$ cat config.mk
export PLATFORM = sky130hd
export DESIGN_NAME = u64ht_queue
export DESIGN_NICKNAME = d
export VERILOG_FILES = /design/src/design/u64ht_queue.sv
export SDC_FILE = /design/constraint.sdc
export NUM_CORES = 1
export LEC_CHECK = 0
export BUFFER_PORTS_ARGS = -buffer_cell sky130_fd_sc_hd__buf_2
export CELL_PAD_IN_SITES_DETAIL_PLACEMENT = 0
export CELL_PAD_IN_SITES_GLOBAL_PLACEMENT = 1
export CORE_MARGIN = 2
export CORE_UTILIZATION = 43
export DETAILED_ROUTE_END_ITERATION = 10
export HOLD_SLACK_MARGIN = 0.12
export PLACE_DENSITY_LB_ADDON = 0.08
export SLEW_MARGIN = 30
export SYNTH_ARGS = -nofsm -noshare
export SYNTH_HDL_FRONTEND = slang
export SYNTH_SLANG_ARGS = --single-unit
$ cat constraint.sdc
create_clock -name aclk -period 3.3 [get_ports aclk]
set_input_delay 0.165 -clock aclk [delete_from_list [all_inputs] [get_ports aclk]]
set_output_delay 0.165 -clock aclk [all_outputs]
set_load 0.02 [all_outputs]
$ cat src/design/u64ht_queue.sv
// Two-entry request queue between front end and chain engine.
`timescale 1ns / 1ps
module u64ht_queue #(
    parameter int W = 8
) (
    input  logic         aclk,
    input  logic         aresetn,
    input  logic         in_valid,
    output logic         in_ready,
    input  logic [W-1:0] in_data,
    output logic         out_valid,
    input  logic         out_ready,
    output logic [W-1:0] out_data
);

    logic [W-1:0] slot_reg [2];
    logic         wptr_reg, rptr_reg;
    logic [1:0]   cnt_reg, cnt_next;
    logic         push, pop;

    assign in_ready  = (cnt_reg != 2'd2);
    assign out_valid = (cnt_reg != 2'd0);
    assign out_data  = slot_reg[rptr_reg];
    assign push      = in_valid && in_ready;
    assign pop       = out_valid && out_ready;

    always_comb begin
        cnt_next = cnt_reg;
        if (push && !pop) begin
            cnt_next = cnt_reg + 2'd1;
        end else if (pop && !push) begin
            cnt_next = cnt_reg - 2'd1;
        end
    end

    always_ff @(posedge aclk) begin
        if (!aresetn) begin
            wptr_reg <= 1'b0;
            rptr_reg <= 1'b0;
            cnt_reg  <= 2'd0;
        end else begin
            cnt_reg <= cnt_next;
            if (push) wptr_reg <= ~wptr_reg;
            if (pop)  rptr_reg <= ~rptr_reg;
        end
    end

    always_ff @(posedge aclk) begin
        if (push) begin
            slot_reg[wptr_reg] <= in_data;
        end
    end

endmodule

==> impl_metrics.ini <==
[outcome]
status = completed

[grt]
grt_max_degree = 12
use_met3 = 0.0423
grt.overflow.total = 0
grt_busiest_layer = met2
grt_pass1_wl_um = 1890
use_met2 = 0.211
use_met1 = 0.145
grt_pass1_vias = 459
grt.total_usage = 0.124
antenna_found_initial = 0

[logic_synthesis]
synth.avg_cell_area_um2 = 16.2
synth-seq-area-share = 0.717
synthesis.area_um2 = 810
yosysWarnings = 0
synth-seq-cells = 21
syn_nets = 63
synthCells = 50
synth_cell_type_count = 17

[drt]
drc = 0
ant_nets = 0
dr.first_iter.drc_count = 7
vias = 512
vias_per_cell = 4.79
drtPass1Iterations = 4
wl_per_cell_um = 11.7
routed_wl_um = 1260

[power_and_ir_drop]
power_frac_comb = 0.339
swShare = 0.322
ir_worst_vdd_uv = 331
p_seq_frac = 0.502
intPower_mw = 0.499
clock_power_share = 0.159
p_leak_nw = 0.421
power_mw = 0.736
p_sw_mw = 0.237
p_per_area_nw_per_um2 = 703

[clock_network]
cts_root_buffer = clkbuf_4
cts.sinks = 21
numCtsBuffers = 3
clk_pin_slew_ns = 0.11
cts_tree = yes
cts_setup_buffers = 0
ctsLongestPathBuffers = 2
cts_resized = 0
insertion_delay_ns = 0.29
cts-htree-levels = 1

[worst_setup_path]
crit_path_max_incr_delay_ns = 0.38
worst-path-buf-inv = 0
cp_top_family = simple AND/OR/NAND/NOR gates
timing.rr.start = cnt_reg[0]$_SDFFE_PN0P_
crit_fanout = 5
start_kind = flip-flop
critPathKind = reg2reg
end_kind = flip-flop
arrival_ns = 1.81
cp-startpoint = cnt_reg[0]$_SDFFE_PN0P_
slowest_stage = or3_1
required_ns = 3.53
path_cells = nand2b_4 -> and2_1 -> ha_1 -> or3_1 -> a21oi_1

[placement]
place.gp.congestion = 0.681
dp_slack_ns = 1.73
hpwlAfterDp_um = 847
dpl_cell_area_um2 = 941
port_buffers = 21

[sta]
post-route-period-util = 0.481
max_slew_margin = 0.738
min_period_ns = 1.59
fin_ws_ns = 1.71
setup_violations = 0
skew_ns = 0.00512
finalHoldViolations = 0
tightest_slew_ns = 0.393
rsz0062_at_grt = no
fin_setup_tns_ns = 0
fmax_mhz = 630
slew_violations = 0

[hold_path]
hp-class = in2reg
holdCritStartpoint = aresetn

[die]
dieArea_um2 = 2250
die_w_um = 47.4
io_pins = 22
core_area_um2 = 1750
fp.dieH_um = 47.4
start_util = 0.464
rows = 15

[final_layout]
seqCellArea_um2 = 581
num-fill-cells = 163
largest_reg_flops = 16
drive_gt1_frac = 0.427
finalInstanceArea_um2 = 1050
fin_nets = 96
multi_input_area_um2 = 216
area_delta_synth_final_pct = 29.4
antenna_cells = 0

[flow_run]
cap_violations = 0
[final timing paths]
kind | endpoint | slack [ns] | depth (start not counted)
setup / recovery | cnt_reg[1]$_SDFFE_PN0P_ | 1.71 | 5
hold / removal | flip-flop | 0.16 | 3
setup reg to reg | cnt_reg[1]$_SDFFE_PN0P_ | 1.71 | 5
hold reg to reg | flip-flop | 0.52 | 2
[power by group through the flow]
| stage | Combinational, mW | Clock, mW | Sequential [mW] |
|---|---|---|---|
| after detailed placement | 0.245 | 0 | 0.378 |
| after floorplan | 0.195 | 0 | 0.359 |
| after global routing | 0.278 | 0.131 | 0.378 |
| after global placement | 0.243 | 0 | 0.376 |
| final | 0.249 | 0.117 | 0.370 |
| after CTS | 0.253 | 0.119 | 0.372 |
[layer usage]
metal | wire length [um] | vias to the layer above
li1 | - | 245
met1 | 536 | 248
met2 | 639 | 17
met3 | 69 | 2
met4 | 12 | 0
met5 | 0 | -
[kinds of logic (layout without fill, tap and decap cells)]
kind of cell               Yosys count  in the layout  synth area share
DFF                                 21             21             0.717
AOI/OAI and AO/OA                    5              5            0.0371
xor gates and xnor gates             3              3            0.0325
muxes                                8              8             0.111
buffers and inverters                3             35            0.0155
and+or+nand+nor                      9              9            0.0711
adders and majority gates            1              1            0.0155
[cell usage after synthesis]
library cell   n  area (um^2)
edfxtp_1      16          480
mux2_2         8         90.1
dfxtp_1        5          100
nor2_1         3         11.3
xor2_1         3         26.3
a21oi_1        2         10.0
inv_1          2         7.51
o21ai_0        2         10.0
a21bo_2        1         10.0
and2_1         1         6.26
and3_1         1         6.26
buf_2          1         5.00
ha_1           1         12.5
nand2b_4       1         13.8
nand3b_1       1         7.51
or2_2          1         6.26
or3_1          1         6.26
[placed cells by master (no fill, tap or decap), drive strengths merged]
master        n
buf          21
and2          1
or2           1
dlygate4sd3   8
clkbuf        4
inv           2
a21bo         1
ha            1
o21ai         2
or3           1
nand3b        1
xor2          3
nand2b        1
mux2          8
nor2          3
a21oi         2
edfxtp       16
dfxtp         5
and3          1
[timing repair]
action / in CTS / in global routing
hold endpoints to repair: 16 / 0
setup endpoints to repair: 0 / 0
hold buffers: 8 / 0
[worst register-to-register path, stage by stage (launching register included)]
cell and delay (ns):
dfxtp_1 0.37, nand2b_4 0.17, and2_1 0.16, ha_1 0.32, or3_1 0.38, a21oi_1 0.13
[cell type report]
class,count,share of cell area
flip-flops and latches,21,0.554
multi-input cells,26,0.207
repair buffers,29,0.177
well taps,25,0.0299
clock buffers,4,0.0251
inverters,2,0.00717
[through the flow]
step	hold WS [ns]	util	cells
after floorplan	0.264	-	50
after global routing	0.176	0.600	107
after global placement	0.354	0.539	95
final	0.159	0.600	107
after CTS	0.161	0.600	107
after detailed placement	0.357	0.539	95
(Power assumes the default switching activity.)
