`config.mk`:
```
export PLATFORM = sky130hd
export DESIGN_NAME = u64ht_front
export DESIGN_NICKNAME = d
export VERILOG_FILES = /design/src/design/u64ht_pkg.sv /design/src/design/u64ht_front.sv
export SDC_FILE = /design/constraint.sdc
export NUM_CORES = 1
export LEC_CHECK = 0
export ABC_AREA = 0
export BUFFER_PORTS_ARGS = -buffer_cell sky130_fd_sc_hd__buf_2
export CAP_MARGIN = 20
export CORE_UTILIZATION = 53
export CTS_CLUSTER_SIZE = 28
export DETAILED_ROUTE_END_ITERATION = 8
export GPL_ROUTABILITY_DRIVEN = 0
export PLACE_DENSITY = 0.75
export SYNTH_ARGS = -nofsm -noshare
export SYNTH_HDL_FRONTEND = slang
export SYNTH_SLANG_ARGS = --single-unit
```
`constraint.sdc`:
```
create_clock -name aclk -period 22.6 [get_ports aclk]
set_input_delay 2.26 -clock aclk [delete_from_list [all_inputs] [get_ports aclk]]
set_output_delay 2.26 -clock aclk [all_outputs]
set_load 0.02 [all_outputs]
```
`src/design/u64ht_pkg.sv`:
```
// Shared constants, codes and state types for the 64-bit key hash table.
`timescale 1ns / 1ps
package u64ht_pkg;

    localparam int MAX_BUCKETS_DEF = 256;
    localparam int POOL_NODES_DEF  = 1024;
    localparam int VALUE_BITS_DEF  = 32;

    localparam int KEY_W  = 64;
    localparam int VAL_W  = 32;
    localparam int CFG_W  = 9;
    localparam int ACT_W  = 2;
    localparam int STAT_W = 2;

    localparam logic [CFG_W-1:0] BUCKET_COUNT_RST = 9'd256;

    // key is reduced modulo the bucket count a byte per cycle
    localparam int DIV_BITS  = 8;
    localparam int DIV_STEPS = KEY_W / DIV_BITS;
    localparam int STEP_W    = $clog2(DIV_STEPS);

    localparam logic [ACT_W-1:0] ACT_INSERT = 2'd0;
    localparam logic [ACT_W-1:0] ACT_LOOKUP = 2'd1;
    localparam logic [ACT_W-1:0] ACT_DELETE = 2'd2;

    localparam logic [STAT_W-1:0] ST_NEW    = 2'd0;
    localparam logic [STAT_W-1:0] ST_FOUND  = 2'd1;
    localparam logic [STAT_W-1:0] ST_ABSENT = 2'd2;
    localparam logic [STAT_W-1:0] ST_FULL   = 2'd3;

    typedef enum logic [1:0] {
        F_IDLE,
        F_DIV,
        F_PUSH
    } front_state_t;

    typedef enum logic [2:0] {
        B_CLEAR,
        B_IDLE,
        B_HEAD,
        B_NODE,
        B_EXEC,
        B_ALLOC,
        B_LINK,
        B_RESP
    } back_state_t;

endpackage

```
`src/design/u64ht_front.sv`:
```
// Front end: config register, request intake and key modulo bucket count.
`timescale 1ns / 1ps
module u64ht_front #(
    parameter int MAX_BUCKETS = 256,
    localparam int BW = (MAX_BUCKETS > 1) ? $clog2(MAX_BUCKETS) : 1
) (
    input  logic                         aclk,
    input  logic                         aresetn,
    input  logic                         cfg_valid,
    output logic                         cfg_ready,
    input  logic [u64ht_pkg::CFG_W-1:0]  cfg_bucket_count,
    input  logic                         enable,
    input  logic                         s_valid,
    output logic                         s_ready,
    input  logic [u64ht_pkg::ACT_W-1:0]  s_action,
    input  logic [u64ht_pkg::KEY_W-1:0]  s_key,
    input  logic [u64ht_pkg::VAL_W-1:0]  s_value,
    output logic                         q_valid,
    input  logic                         q_ready,
    output logic [u64ht_pkg::ACT_W-1:0]  q_action,
    output logic [u64ht_pkg::KEY_W-1:0]  q_key,
    output logic [u64ht_pkg::VAL_W-1:0]  q_value,
    output logic [BW-1:0]                q_bucket
);
    import u64ht_pkg::*;

    localparam int NW = $clog2(MAX_BUCKETS + 1);

    front_state_t       state_reg, state_next;
    logic [CFG_W-1:0]   bc_reg;
    logic [ACT_W-1:0]   act_reg;
    logic [KEY_W-1:0]   key_reg;
    logic [KEY_W-1:0]   sh_reg, sh_next;
    logic [VAL_W-1:0]   val_reg;
    logic [NW-1:0]      n_reg, n_eff;
    logic [NW-1:0]      rem_reg, rem_next;
    logic [STEP_W-1:0]  step_reg, step_next;
    logic [NW:0]        trial;
    logic               accept;

    assign cfg_ready = 1'b1;
    assign accept    = s_valid && s_ready;

    // zero acts as one, anything above the table size as the table size
    always_comb begin
        if (bc_reg == '0) begin
            n_eff = NW'(1);
        end else if ({23'd0, bc_reg} > 32'(MAX_BUCKETS)) begin
            n_eff = NW'(MAX_BUCKETS);
        end else begin
            n_eff = NW'(bc_reg);
        end
    end

    // one byte of restoring division per cycle
    always_comb begin
        rem_next = rem_reg;
        trial    = '0;
        for (int i = 0; i < DIV_BITS; i++) begin
            trial = {rem_next, sh_reg[KEY_W-1-i]};
            if (trial >= {1'b0, n_reg}) begin
                trial = trial - {1'b0, n_reg};
            end
            rem_next = trial[NW-1:0];
        end
        sh_next   = sh_reg << DIV_BITS;
        step_next = step_reg + 1'b1;
    end

    always_comb begin
        state_next = state_reg;
        case (state_reg)
            F_IDLE: begin
                if (accept) state_next = F_DIV;
            end
            F_DIV: begin
                if (step_reg == STEP_W'(DIV_STEPS - 1)) state_next = F_PUSH;
            end
            F_PUSH: begin
                if (q_ready) state_next = F_IDLE;
            end
            default: state_next = F_IDLE;
        endcase
    end

    always_comb begin
        s_ready  = (state_reg == F_IDLE) && enable;
        q_valid  = (state_reg == F_PUSH);
        q_action = act_reg;
        q_key    = key_reg;
        q_value  = val_reg;
        q_bucket = rem_reg[BW-1:0];
    end

    always_ff @(posedge aclk) begin
        if (!aresetn) begin
            state_reg <= F_IDLE;
            bc_reg    <= BUCKET_COUNT_RST;
            step_reg  <= '0;
        end else begin
            state_reg <= state_next;
            if (cfg_valid) begin
                bc_reg <= cfg_bucket_count;
            end
            if (accept) begin
                step_reg <= '0;
            end else if (state_reg == F_DIV) begin
                step_reg <= step_next;
            end
        end
    end

    always_ff @(posedge aclk) begin
        if (accept) begin
            act_reg <= s_action;
            key_reg <= s_key;
            sh_reg  <= s_key;
            val_reg <= s_value;
            n_reg   <= n_eff;
            rem_reg <= '0;
        end else if (state_reg == F_DIV) begin
            sh_reg  <= sh_next;
            rem_reg <= rem_next;
        end
    end

endmodule

```
==> impl_metrics.tcl, run 1 <==
set metrics [dict create \
    outcome "finished clean" \
    numCtsBuffers 17 \
    slowest_stage "a221oi_2" \
    syn-num-nets 1096 \
    crit_top_cell "o21ai_0" \
    htreeDepth 4 \
    vias 7907 \
    drt_wl_total_mm 25.53 \
    fin_tns_setup_ns 0 \
    fp.dieH_um 145.9 \
    rrSetupSlack_ns 3.08 \
    core-area_um2 20230 \
    cp-end-kind "flip-flop" \
    synth_top_area_cell "edfxtp_1" \
    setup_viol_count_final 0 \
    synth_top_area_share_pct 46.80 \
    globalRouteTotalUtil_pct 24.14 \
    antenna_found_initial 2 \
    drc 0 \
    io_buffers 220 \
    drt-pass1-iter-count 5 \
    worst-endpoint-required_ns 22.93 \
    grt_max_degree 82 \
    grt_overflow 0 \
    nets 1315 \
    via_per_inst 5.640 \
    netlist_instances 899 \
    synthTopCellsByArea "edfxtp_1 47%, ha_1 8.7%, mux2_2 8.6%, dfxtp_1 4.2%, a21oi_1 2.5%" \
    async_flop_share_pct 0 \
    floorplan.initialDensity_pct 54.22 \
    dp_hpwl_mm 19.10 \
    criticalPathCategory "reg2reg" \
    slowest_delay_ns 0.79 \
    worstMarginPinSlew_ns 1.041 \
    synth_seq_cells 194 \
    final_layout_size_suffix_gt1_share_pct 31.83 \
    post-place-cells 1369 \
    slew_headroom_pct 30.43 \
    synthFlopType "edfxtp_1" \
    fmax_mhz 51.22 \
    final.period_utilization_pct 86.39 \
    area_growth_pct 18.09 \
    cp_max_fo 16 \
    worstSkewPairLatency_ns 0.43 \
    holdCritStartpoint "step_reg[2]" \
    hold_ws_ns 0.4623 \
    worstPathArrival_ns 19.85 \
    hold_viol 0 \
    die-width_um 145.9 \
    period_minus_slack_ns 19.52 \
    die_area_um2 21280 \
    synth_edf_count 171 \
    synth_cell_types 63 \
    syn_avg_cell_area_um2 12.20 \
    post_cts_buffers 0 \
    grt_pass1_wl_mm 39.56 \
    clk_path_buf_depth 2 \
    r2r.worst_path.cells 74 \
    slew_viol_final 0 \
    fin_cells 1402 \
    first_global_vias 7769 \
    maxCapViolCount 0 \
    rsz0062_at_grt "false" \
    yosysMostFrequentCell "edfxtp_1" \
    min_to "step_reg[2]" \
    boundaryPins 222 \
    rr_endpoint "rem_reg[6]" \
    syn_area_um2 10970 \
    clk_pin_slew_ns 0.08 \
    cts_root_buffer "clkbuf_16" \
    cts_tree "built" \
    ctsHoldBuffers 0 \
    yosysWarnings 0 \
    post_cts_resized 0 \
    min_path_cells 2 \
    rows 52 \
    clock-sinks 194 \
    hold_path_class "reg2reg" \
    ys_top_cells_by_count "171 x edfxtp_1, 84 x mux2_2, 76 x ha_1, 55 x a21oi_1, 50 x inv_1" \
    drtIter0Drc 478 \
    fin_skew_ns 0.01321 \
    utilization_pct 64.03 \
    cp-start-kind "flip-flop" \
    yosysSeqAreaShare_pct 51.00 \
    ant_nets 0 \
    rr_startpoint "n_reg[1]" \
    wl_per_cell_um 18.21 \
]
critical path: cells and delay by family (launching register included):
kind	cells	cell delay (ns)
mux	8	2.93
compound gates	34	8.73
flops	1	0.56
fa+ha+maj	8	3.14
buf+inv	2	0.44
simple gates	22	3.58
area by class of cell:
type | instances | area (um2)
multi-input cells | 631 | 5051
inverters | 50 | 187.7
fillers | 1571 | 7278
clock buffers | 17 | 425.4
flip-flops and latches | 194 | 5595
well taps | 270 | 337.8
clock inverters | 15 | 225.2
repair buffers | 224 | 1131
diodes | 1 | 2.502
worst max path at each step:
stage,startpoint,cells past startpoint,to,slack (ns)
detailed placement,n_reg[1],74,rem_reg[6],3.44
global route,n_reg[1],74,rem_reg[5],1.57
floorplan,n_reg[1],75,rem_reg[6],5.63
global placement,n_reg[1],73,rem_reg[6],3.95
CTS,n_reg[1],74,rem_reg[6],3.33
finish,n_reg[1],74,rem_reg[6],3.08
layer usage:
metal	global-route usage [%]	routed length, um	vias up
li1	-	-	3794
met1	29.33	10510	3760
met2	41.36	12390	299
met3	5.110	1710	54
met4	10.68	920	0
met5	0	0	-
logic make-up after synthesis:
family,after synthesis,synth area share [%]
simple gates,206,9.864
flops,194,51.00
compound gates,180,10.70
mux,113,11.54
fa+ha+maj,84,10.13
buf+inv,74,2.988
xor+xnor,47,3.752
other cells,1,0.03418
per-stage QoR:
stage               setup slack, ns  cell area (um2)
global placement              3.951            12300
finish                        3.076            12960
detailed placement            3.442            12300
CTS                           3.328            12950
floorplan                     5.635            10970
global route                  1.569            12950
cells in the final DEF (no fill, tap or decap), drive strengths merged, types with 8 or more instances in the layout:
master  count
buf       224
edfxtp    171
mux2       85
ha         76
inv        57
a21oi      55
nand2      49
o21ai      42
nor2       39
xnor2      31
mux2i      28
nor2b      24
dfxtp      23
a21o       22
nand2b     17
clkbuf     17
xor2       16
nand4      13
and3       13
nor3       12
and2       10
o21a        8
fa          8
Power of run 1 is not shown: default switching activity piles up to over one toggle a cycle in this logic, so the estimate is an artifact.
==> run 2: changes to the inputs <==
--- a/config.mk
+++ b/config.mk
@@ -5,7 +5,7 @@
 export SDC_FILE = /design/constraint.sdc
 export NUM_CORES = 1
 export LEC_CHECK = 0
-export ABC_AREA = 0
+export ABC_AREA = 1
 export BUFFER_PORTS_ARGS = -buffer_cell sky130_fd_sc_hd__buf_2
 export CAP_MARGIN = 20
 export CORE_UTILIZATION = 53
==> impl_metrics.tcl, run 2 <==
set metrics [dict create \
    dr_wl_met2_mm 13.26 \
    grt_overflow 0 \
    synthFlopType "edfxtp_1" \
    synthTopCellsByArea "edfxtp_1 46%, nand2_1 14%, ha_1 8.5%, inv_1 5.1%, dfxtp_1 4.1%" \
    layout_commonest_cell "nand2_1" \
    worstMarginPinSlew_ns 1.069 \
    grt_pass1_wl_mm 42.04 \
    cp-start-kind "flip-flop" \
    syn_area_um2 11200 \
    cp-end-kind "flip-flop" \
    cts_tree "built" \
    synth_seq_cells 194 \
    drt-pass1-iter-count 5 \
    worstPathArrival_ns 16.43 \
    slowest_stage "a211oi_2" \
    io_buffers 220 \
    yosysWarnings 0 \
    syn_avg_cell_area_um2 9.138 \
    setup_viol_count_final 0 \
    synth_top_area_cell "edfxtp_1" \
    clk_pin_slew_ns 0.07 \
    die-width_um 147.4 \
    drc 0 \
    synth_top_area_share_pct 45.83 \
    crit_family "compound AO/OA/AOI/OAI gates" \
    nets 1635 \
    grt_max_degree 93 \
    yosysMostFrequentCell "nand2_1" \
    floorplan.initialDensity_pct 54.66 \
    worst-endpoint-required_ns 22.92 \
    vias 8946 \
    drt-met1-wl_mm 10.61 \
    async_flop_share_pct 0 \
    core-area_um2 20490 \
    worstSkewPairLatency_ns 0.43 \
    cts_root_buffer "clkbuf_16" \
    criticalPathCategory "reg2reg" \
    globalRouteTotalUtil_pct 25.05 \
    synth-xor-area-share_pct 3.909 \
    cp-startpoint "n_reg[1]" \
    holdCritStartpoint "step_reg[1]" \
    yosysSeqAreaShare_pct 49.94 \
    synth_cell_types 48 \
    die_area_um2 21720 \
    slowest_delay_ns 0.67 \
    via_per_inst 5.195 \
    final_cell_mix "419 x nand2_1, 220 x buf_2, 171 x edfxtp_1" \
    boundaryPins 222 \
    synth_top_family_by_area "simple AND/OR/NAND/NOR gates" \
    numCtsBuffers 17 \
    fin_tns_setup_ns 0 \
    synthMuxAreaShare_pct 0 \
    slew_headroom_pct 28.44 \
    fin_skew_ns 0.009647 \
    dp_hpwl_mm 19.99 \
    clock-sinks 194 \
    htreeDepth 4 \
    crit_top_cell "nand2_1" \
    fp.dieH_um 147.4 \
    synth_edf_count 171 \
    ctsHoldBuffers 0 \
    rows 52 \
    final_layout_size_suffix_gt1_share_pct 20.68 \
    wl_per_cell_um 15.55 \
    maxCapViolCount 0 \
    path_buf_inv 16 \
    drtIter0Drc 591 \
    hold_path_class "reg2reg" \
    rsz0062_at_grt "false" \
    period_minus_slack_ns 16.11 \
    drt_wl_total_mm 26.77 \
    rr_startpoint "n_reg[1]" \
    post_cts_buffers 0 \
    final.period_utilization_pct 71.30 \
    synth_fa_ha_area_share_pct 9.917 \
    area_growth_pct 16.63 \
    ys_top_cells_by_count "421 x nand2_1, 171 x edfxtp_1, 152 x inv_1, 77 x nand3_1, 76 x ha_1" \
    ant_nets 0 \
    fmax_mhz 62.06 \
    hold_viol 0 \
    synth-simple-area-share_pct 23.68 \
    slew_viol_final 0 \
    first_global_vias 8701 \
    antenna_found_initial 3 \
    outcome "finished clean" \
    highest_layer "met5" \
    netlist_instances 1226 \
    cp_max_fo 12 \
    dr_wl_met3_mm 2.011 \
    post_cts_resized 0 \
    synth_compound_area_share_pct 5.740 \
    clk_path_buf_depth 2 \
    syn-num-nets 1423 \
]
## run 2: path summary, 6_finish.rpt
kind	to	depth (start not counted)	slack [ns]
setup / recovery	rem_reg[5]	85	6.49
hold / removal	step_reg[1]	2	0.47
setup reg to reg	rem_reg[5]	85	6.49
hold reg to reg	step_reg[1]	2	0.47
## run 2: area by class of cell
type | instances | area [um2]
fillers | 1717 | 7428
flip-flops and latches | 194 | 5595
multi-input cells | 848 | 4853
repair buffers | 223 | 1124
inverters | 154 | 583.1
clock buffers | 18 | 429.2
well taps | 270 | 337.8
clock inverters | 14 | 141.4
diodes | 1 | 2.502
## run 2: kinds of logic (layout without fill, tap and decap cells)
| family | Yosys count | after routing |
|---|---|---|
| DFF | 194 | 194 |
| other | 1 | 2 |
| buffers and inverters | 184 | 409 |
| and+or+nand+nor | 604 | 604 |
| xor gates and xnor gates | 50 | 50 |
| adders and majority gates | 84 | 84 |
| AOI/OAI and AO/OA | 109 | 109 |
## run 2: stage by stage
step                setup WS [ns]  instances  util, %  area, um2  hold WS [ns]
detailed placement          6.737       1689    60.96      12490        0.4663
CTS                         6.696       1721    63.74      13060        0.4758
finish                      6.486       1722    63.75      13070        0.4708
global route                4.873       1722    63.75      13070        0.4915
global placement            7.372       1689    60.96      12490        0.4546
floorplan                   8.942       1226        -      11200        0.4444
## run 2: worst min-delay path: stages (launching register included)
cell and delay [ns]:
dfxtp_1 0.31, nand2_1 0.06, a21oi_1 0.05
## run 2: metal layers
metal  GRT usage (%)  up-vias
li1                -     4462
met1           29.53     4127
met2           43.04      294
met3           6.759       59
met4           10.72        4
met5               0        -
Power of run 2 is left out for the same reason.
==> run 3: changes to the inputs <==
--- a/config.mk
+++ b/config.mk
@@ -8,11 +8,11 @@
 export ABC_AREA = 1
 export BUFFER_PORTS_ARGS = -buffer_cell sky130_fd_sc_hd__buf_2
 export CAP_MARGIN = 20
-export CORE_UTILIZATION = 53
+export CORE_UTILIZATION = 51
 export CTS_CLUSTER_SIZE = 28
 export DETAILED_ROUTE_END_ITERATION = 8
 export GPL_ROUTABILITY_DRIVEN = 0
-export PLACE_DENSITY = 0.75
+export PLACE_DENSITY = 0.76
 export SYNTH_ARGS = -nofsm -noshare
 export SYNTH_HDL_FRONTEND = slang
 export SYNTH_SLANG_ARGS = --single-unit
==> constraint.sdc (replaced) <==
create_clock -name aclk -period 13.5 [get_ports aclk]
set_input_delay 1.35 -clock aclk [delete_from_list [all_inputs] [get_ports aclk]]
set_output_delay 1.35 -clock aclk [all_outputs]
set_load 0.02 [all_outputs]
==> impl_metrics.tcl, run 3 (synthesis results as in run 2) <==
set metrics [dict create \
    outcome "finished clean" \
    fp.dieH_um 150.2 \
    setup_ws_ns 0.6163 \
    globalRouteTotalUtil_pct 24.91 \
    use_met2_pct 42.89 \
    area_growth_pct 24.76 \
    cp_max_fo 11 \
    layout_commonest_cell "nand2_1" \
    cts_root_buffer "clkbuf_16" \
    use_met1_pct 29.38 \
    period_minus_slack_ns 12.88 \
    clock-sinks 194 \
    crit_top_cell "nand2_1" \
    via_per_inst 5.240 \
    boundaryPins 222 \
    slowest_stage "dfxtp_1" \
    first_global_vias 9077 \
    final_layout_size_suffix_gt1_share_pct 28.01 \
    fillers 1625 \
    slowest_delay_ns 0.46 \
    diodes 0 \
    numCtsBuffers 17 \
    antenna_found_initial 3 \
    maxCapViolCount 0 \
    final_cell_mix "408 x nand2_1, 220 x buf_2, 171 x edfxtp_1" \
    drt_wl_total_mm 28.63 \
    cts_tree "built" \
    top_usage_layer "met2" \
    hold_path_class "reg2reg" \
    hold_ws_ns 0.4727 \
    fmax_mhz 77.62 \
    cp-startpoint "rem_reg[2]" \
    worst-endpoint-required_ns 13.82 \
    core-area_um2 21290 \
    fin_tns_setup_ns 0 \
    grt_overflow 0 \
    floorplan.initialDensity_pct 52.63 \
    cp-start-kind "flip-flop" \
    grtUsageMet3_pct 6.939 \
    die-width_um 150.2 \
    hold_viol 0 \
    drtIter0Drc 602 \
    setup_viol_count_final 0 \
    worstPathArrival_ns 13.20 \
    clk_pin_slew_ns 0.07 \
    worstSkewPairLatency_ns 0.43 \
    ctsHoldBuffers 0 \
    drc 0 \
    seqCellArea_um2 5598 \
    clk_path_buf_depth 2 \
    io_buffers 220 \
    grt_pass1_wl_mm 43.13 \
    fin_skew_ns 0.008668 \
    slew_headroom_pct 28.52 \
    wl_per_cell_um 16.04 \
    multi_input_area_um2 5251 \
    htreeDepth 4 \
    die_area_um2 22560 \
    cp-end-kind "flip-flop" \
    ant_nets 0 \
    holdCritStartpoint "step_reg[1]" \
    dp_hpwl_mm 20.41 \
    final.period_utilization_pct 95.43 \
    post-place-ws_ns -0.3019 \
    grt_max_degree 100 \
    slew_viol_final 0 \
    drt-pass1-iter-count 5 \
    criticalPathCategory "reg2reg" \
    worstMarginPinSlew_ns 1.072 \
    rr_startpoint "rem_reg[2]" \
    vias 9354 \
    rows 53 \
    nets 1694 \
]
run 3: final cells by class:
class	count	share of cell area, %
clock buffers	19	3.169
clock inverters	13	1.235
inverters	154	4.216
multi-input cells	849	37.57
flip-flops and latches	194	40.05
well taps	275	2.462
repair buffers	281	11.30
run 3: routing by layer:
metal / up-vias / part of all wire, %
met1: 4371 / 39
met2: 316 / 50
li1: 4587 / -
met4: 6 / 3.2
met3: 74 / 7.3
met5: - / 0.12
run 3: what timing repair did:
item	in CTS	in global routing
pin swaps	0	27
gates resized for setup	5	90
cloned	0	2
buffers inserted	0	20
endpoints found under the setup margin	9	9
run 3: path summary, 6_finish.rpt:
| check | end | slack, ns | cells past startpoint |
|---|---|---|---|
| min reg2reg | step_reg[1] | 0.47 | 2 |
| max | rem_reg[8] | 0.62 | 90 |
| max reg2reg | rem_reg[8] | 0.62 | 90 |
| min | step_reg[1] | 0.47 | 2 |
run 3: per-stage QoR:
stage | instance area (um2) | cells | util, %
4_1_cts | 13420 | 1763 | 63.04
5_1_grt | 13980 | 1785 | 65.66
6_report | 13980 | 1785 | 65.66
2_1_floorplan | 11220 | 1226 | -
3_3_place_gp | 12800 | 1731 | 60.13
3_5_place_dp | 12800 | 1731 | 60.13
run 3: critical path, delay by kind of cell, from the launching register on:
| family | cells | cell delay [ns] |
|---|---|---|
| AO/OA/AOI/OAI | 22 | 4.11 |
| AND/OR/NAND/NOR | 40 | 3.79 |
| adder cells (fa/ha/maj) | 8 | 2.48 |
| buffers and inverters | 20 | 1.85 |
| flip-flops | 1 | 0.46 |
Power of run 3 is left out for the same reason.
